[src/sv/idc_pkg.sv]
package idc_pkg;

   localparam int DEFAULT_NUM_IRQS = 192;

   localparam logic [1:0] ACT_READ  = 2'd0;
   localparam logic [1:0] ACT_WRITE = 2'd1;
   localparam logic [1:0] ACT_LINE  = 2'd2;

   localparam logic [15:0] ADDR_DIST_CTRL = 16'h0000;
   localparam logic [15:0] ADDR_TYPE      = 16'h0001;
   localparam logic [15:0] ADDR_BITS_LO   = 16'h0040;
   localparam logic [15:0] ADDR_PRIO_LO   = 16'h0100;
   localparam logic [15:0] ADDR_TGT_LO    = 16'h0200;
   localparam logic [15:0] ADDR_TRIG_LO   = 16'h0300;
   localparam logic [15:0] ADDR_TRIG_HI   = 16'h0340;
   localparam logic [15:0] ADDR_CPU_CTRL  = 16'h4000;
   localparam logic [15:0] ADDR_PMASK     = 16'h4001;
   localparam logic [15:0] ADDR_BPOINT    = 16'h4002;
   localparam logic [15:0] ADDR_ACK       = 16'h4003;
   localparam logic [15:0] ADDR_EOI       = 16'h4004;
   localparam logic [15:0] ADDR_RUN_PRIO  = 16'h4005;
   localparam logic [15:0] ADDR_HIGH_PEND = 16'h4006;

   localparam logic [2:0] GRP_SET_EN   = 3'd0;
   localparam logic [2:0] GRP_CLR_EN   = 3'd1;
   localparam logic [2:0] GRP_SET_PEND = 3'd2;
   localparam logic [2:0] GRP_CLR_PEND = 3'd3;
   localparam logic [2:0] GRP_SET_ACT  = 3'd4;
   localparam logic [2:0] GRP_CLR_ACT  = 3'd5;

   localparam logic [9:0] SPURIOUS_ID = 10'h3ff;
   localparam logic [7:0] IDLE_PRIO   = 8'hff;
   localparam logic [8:0] NO_PRIO     = 9'h100;

   typedef struct packed {
      logic [1:0]  action;
      logic [15:0] word_addr;
      logic [31:0] write_data;
      logic [7:0]  source_id;
      logic        source_level;
   } req_type;

   typedef struct packed {
      logic [31:0] read_data;
      logic        irq_request;
   } rsp_type;

   typedef struct packed {
      logic clr_en;
      logic take;
      logic scan_init;
      logic scan_en;
      logic ack_apply;
      logic issue;
      logic capture;
      logic respond;
   } idc_cmd_type;

   typedef struct packed {
      logic clr_last;
      logic scan_last;
      logic start_ack;
   } idc_status_type;

endpackage

[src/sv/idc_ctrl.sv]
module idc_ctrl
   import idc_pkg::*;
(
   input  logic           clock,
   input  logic           reset,
   input  logic           start,
   input  idc_status_type status,
   output logic           busy,
   output idc_cmd_type    cmd
);

   typedef enum logic [2:0] {
      S_CLEAR, S_IDLE, S_ACK_SCAN, S_ACK_APPLY, S_ISSUE, S_DATA, S_SCAN, S_DONE
   } state_type;

   state_type state_ff;
   logic      init_ff;

   assign busy = (state_ff != S_IDLE);

   always_comb begin
      cmd           = '0;
      cmd.clr_en    = (state_ff == S_CLEAR);
      cmd.take      = start && (state_ff == S_IDLE);
      cmd.scan_init = init_ff;
      cmd.scan_en   = (state_ff == S_ACK_SCAN) || (state_ff == S_SCAN);
      cmd.ack_apply = (state_ff == S_ACK_APPLY);
      cmd.issue     = (state_ff == S_ISSUE);
      cmd.capture   = (state_ff == S_DATA);
      cmd.respond   = (state_ff == S_DONE);
   end

   always_ff @(posedge clock) begin
      if (reset) begin
         state_ff <= S_CLEAR;
         init_ff  <= 1'b0;
      end else begin
         init_ff <= 1'b0;
         unique case (state_ff)
            S_CLEAR: begin
               if (status.clr_last) state_ff <= S_IDLE;
            end
            S_IDLE: begin
               if (start) begin
                  if (status.start_ack) begin
                     state_ff <= S_ACK_SCAN;
                     init_ff  <= 1'b1;
                  end else begin
                     state_ff <= S_ISSUE;
                  end
               end
            end
            S_ACK_SCAN: begin
               if (status.scan_last) state_ff <= S_ACK_APPLY;
            end
            S_ACK_APPLY: state_ff <= S_ISSUE;
            S_ISSUE:     state_ff <= S_DATA;
            S_DATA: begin
               state_ff <= S_SCAN;
               init_ff  <= 1'b1;
            end
            S_SCAN: begin
               if (status.scan_last) state_ff <= S_DONE;
            end
            S_DONE:      state_ff <= S_IDLE;
            default:     state_ff <= S_IDLE;
         endcase
      end
   end

`ifndef ASSERT_OFF
   a_accept_moves: assert property (@(posedge clock) disable iff (reset)
      (start && !busy) |=> (state_ff == S_ACK_SCAN || state_ff == S_ISSUE))
      else $error("accepted request did not start work");
   a_done_once: assert property (@(posedge clock) disable iff (reset)
      (state_ff == S_DONE) |=> (state_ff == S_IDLE))
      else $error("response state not left");
`endif

endmodule

[config.mk]
export PLATFORM = sky130hd
export DESIGN_NAME = idc_ctrl
export DESIGN_NICKNAME = d
export VERILOG_FILES = /design/src/sv/idc_pkg.sv /design/src/sv/idc_ctrl.sv
export SDC_FILE = /design/constraint.sdc
export NUM_CORES = 1
export LEC_CHECK = 0
export BUFFER_PORTS_ARGS = -buffer_cell sky130_fd_sc_hd__buf_2
export CAP_MARGIN = 20
export CORE_AREA = 4 4 41 43
export CTS_BUF_LIST = sky130_fd_sc_hd__clkbuf_8
export CTS_CLUSTER_SIZE = 16
export DETAILED_ROUTE_END_ITERATION = 7
export DIE_AREA = 0 0 45 47
export SKIP_CTS_REPAIR_TIMING = 1
export SYNTH_ARGS = -nofsm -noshare
export SYNTH_HDL_FRONTEND = slang
export SYNTH_SLANG_ARGS = --single-unit
[constraint.sdc]
create_clock -name clock -period 3.37 [get_ports clock]
set_clock_uncertainty 0.2 [all_clocks]
set_input_delay 0.674 -clock clock [delete_from_list [all_inputs] [get_ports clock]]
set_output_delay 0.674 -clock clock [all_outputs]
set_load 0.01 [all_outputs]
==> impl_metrics.json <==
{
  "status": "completed",
  "seq_area_um2": 80.1,
  "fin_crit_ns": 2.13,
  "grt_pass1_vias": 207,
  "p_sw_frac": 0.250,
  "diodes": 0,
  "drtPass1Iterations": 2,
  "clock_path_buffers": 2,
  "layout-drive-gt1-share": 0.422,
  "start_kind": "flip-flop",
  "numPortBuffers": 14,
  "required_ns": 2.50,
  "pwr-share-clk": 0.526,
  "worstPathArrival_ns": 1.25,
  "worstReg2RegStart": "state_ff[0]",
  "irDropWorstVdd_mv": 0.140,
  "hold_path.class": "reg -> reg",
  "routed_wl_um": 622,
  "cts_root_buf": "clkbuf_8",
  "crit_fanout": 9,
  "fillers": 162,
  "leakage_nw": 0.175,
  "period_share": 0.631,
  "grt_use_total": 0.0632,
  "multiInputGateArea_um2": 135,
  "finalSetupTns_ns": 0,
  "post-place-ws_ns": 1.43,
  "criticalPathCategory": "reg -> out",
  "die_h_um": 47,
  "worstHoldStart": "state_ff[0]",
  "final_antenna_net_count": 0,
  "drt_iter0_drc": 2,
  "vias": 248,
  "syn_inst": 29,
  "yosysSeqAreaShare": 0.354,
  "route.detailed.drc": 0,
  "vias_per_cell": 4.13,
  "routedWlPerCell_um": 10.4,
  "finalSetupViolCount": 0,
  "final_common_cell": "buf_2",
  "ios": 15,
  "combPwrFrac": 0.169,
  "grt.overflow.total": 0,
  "hpwl_um": 469,
  "hold_end": "state_ff[2]",
  "gp_congestion": 0.696,
  "ctsHtreeMaxLevel": 1,
  "layout_setup_ws_ns": 1.24,
  "antenna_found_initial": 0,
  "syn2layout_area_growth_pct": 54.1,
  "layout_common_cells": "14 x buf_2, 4 x dfxtp_1, 3 x nand2_1, 3 x nor2_1, 3 x clkbuf_8",
  "syn_avg_cell_area_um2": 7.81,
  "worstSetupEndpointType": "primary output",
  "synthDistinctLibCells": 19,
  "crit_start": "state_ff[1]",
  "nets": 53,
  "clk_pin_slew_worst_paths_ns": 0.03,
  "r2r_slack_ns": 2.15,
  "synthesis.nets": 35,
  "grt_max_degree": 10,
  "clkSinkCount": 4,
  "rr_worst_depth": 3,
  "syn_area_um2": 226,
  "p_int_uw": 143,
  "r2r_end": "state_ff[0]",
  "grt_pass1_wl_um": 931,
  "rows": 13,
  "rsz0062_at_grt": "no",
  "max_freq_mhz": 470,
  "initial_core_util": 0.174,
  "ys_seq_elements": 4,
  "power.switching_uw": 47.7,
  "seqPwrFrac": 0.305,
  "dieArea_mm2": 0.00212,
  "timing.slew.headroom": 0.806,
  "p_per_area_mw_per_mm2": 547,
  "die_w_um": 45,
  "coreArea_mm2": 0.00130,
  "hold_viol_final": 0,
  "cts_tree": "done",
  "hold_depth": 2,
  "worst_slew_pin_slew_ns": 0.289,
  "cts_made_buffers": 3,
  "yosysWarnings": 0,
  "drv_cap": 0,
  "clk_latency_ns": 0.22,
  "slew_violations": 0
}
## metrics by stage
step                      utilization  power (mW)  area (um2)  std cells  hold WS [ns]
after floorplan                     -      0.0774         226         29         0.336
after global placement          0.237      0.0912         308         57         0.388
after detailed placement        0.237      0.0913         308         57         0.399
after CTS                       0.268       0.195         349         60         0.405
after global routing            0.268       0.200         349         60         0.459
final                           0.268       0.191         349         60         0.406
## worst max-delay path, stage by stage, from the launching register on
cell and delay [ns]:
dfxtp_1 0.45, and2b_1 0.26, and3_1 0.19, buf_2 0.13
## state kept, by name (all words and copies together), names as in the netlist
signal and flops:
init_ff 1, state_ff 3
## synth_stat cells
library cell  number  share of area
and3_4             1          0.050
a31oi_1            1          0.028
nor3_1             2          0.044
and2b_1            1          0.033
a21o_1             1          0.033
o21ai_0            2          0.044
a211oi_1           1          0.033
and2_1             1          0.028
inv_1              1          0.017
dfxtp_1            4           0.35
and3_1             1          0.028
a21oi_1            1          0.022
nand2b_1           1          0.028
nor2_1             3          0.050
nor3_2             1          0.044
nand2_1            3          0.050
buf_4              1          0.033
nor4_1             1          0.028
nor2b_1            2          0.055
## layout make-up
class | instances | share of cell area
clock buffers | 3 | 0.118
inverters | 1 | 0.0108
multi-input cells | 23 | 0.387
flip-flops and latches | 4 | 0.229
well taps | 15 | 0.0538
repair buffers | 14 | 0.201
## power groups by stage
| stage | Combinational [mW] | Clock, mW | Sequential [mW] |
|---|---|---|---|
| after global routing | 0.0361 | 0.105 | 0.0589 |
| after detailed placement | 0.0326 | 0 | 0.0587 |
| after floorplan | 0.0205 | 0 | 0.0570 |
| after CTS | 0.0328 | 0.105 | 0.0581 |
| after global placement | 0.0325 | 0 | 0.0587 |
| final | 0.0323 | 0.100 | 0.0582 |
## worst max-delay path by stage
stage / end / slack, ns / cells past startpoint
5_1_grt: cmd[6] / 1.17 / 3
2_1_floorplan: cmd[6] / 1.64 / 1
3_3_place_gp: cmd[6] / 1.43 / 3
6_report: cmd[6] / 1.24 / 3
4_1_cts: cmd[6] / 1.23 / 3
3_5_place_dp: cmd[6] / 1.43 / 3
## cells by family (layout without fill, tap and decap cells)
family | count (synthesis) | count (layout) | share of synthesized area
DFF | 4 | 4 | 0.354
and+or+nand+nor | 17 | 17 | 0.437
buffers and inverters | 2 | 18 | 0.0497
AOI/OAI and AO/OA | 6 | 6 | 0.160
## per-layer routing
layer,wire (um),global-route usage,share of wire
met5,0,0,0
met4,23,0.0702,0.037
met3,54,0,0.087
met2,230,0.0819,0.37
met1,313,0.0888,0.50
Note: power is estimated with default switching activity, not from simulation.
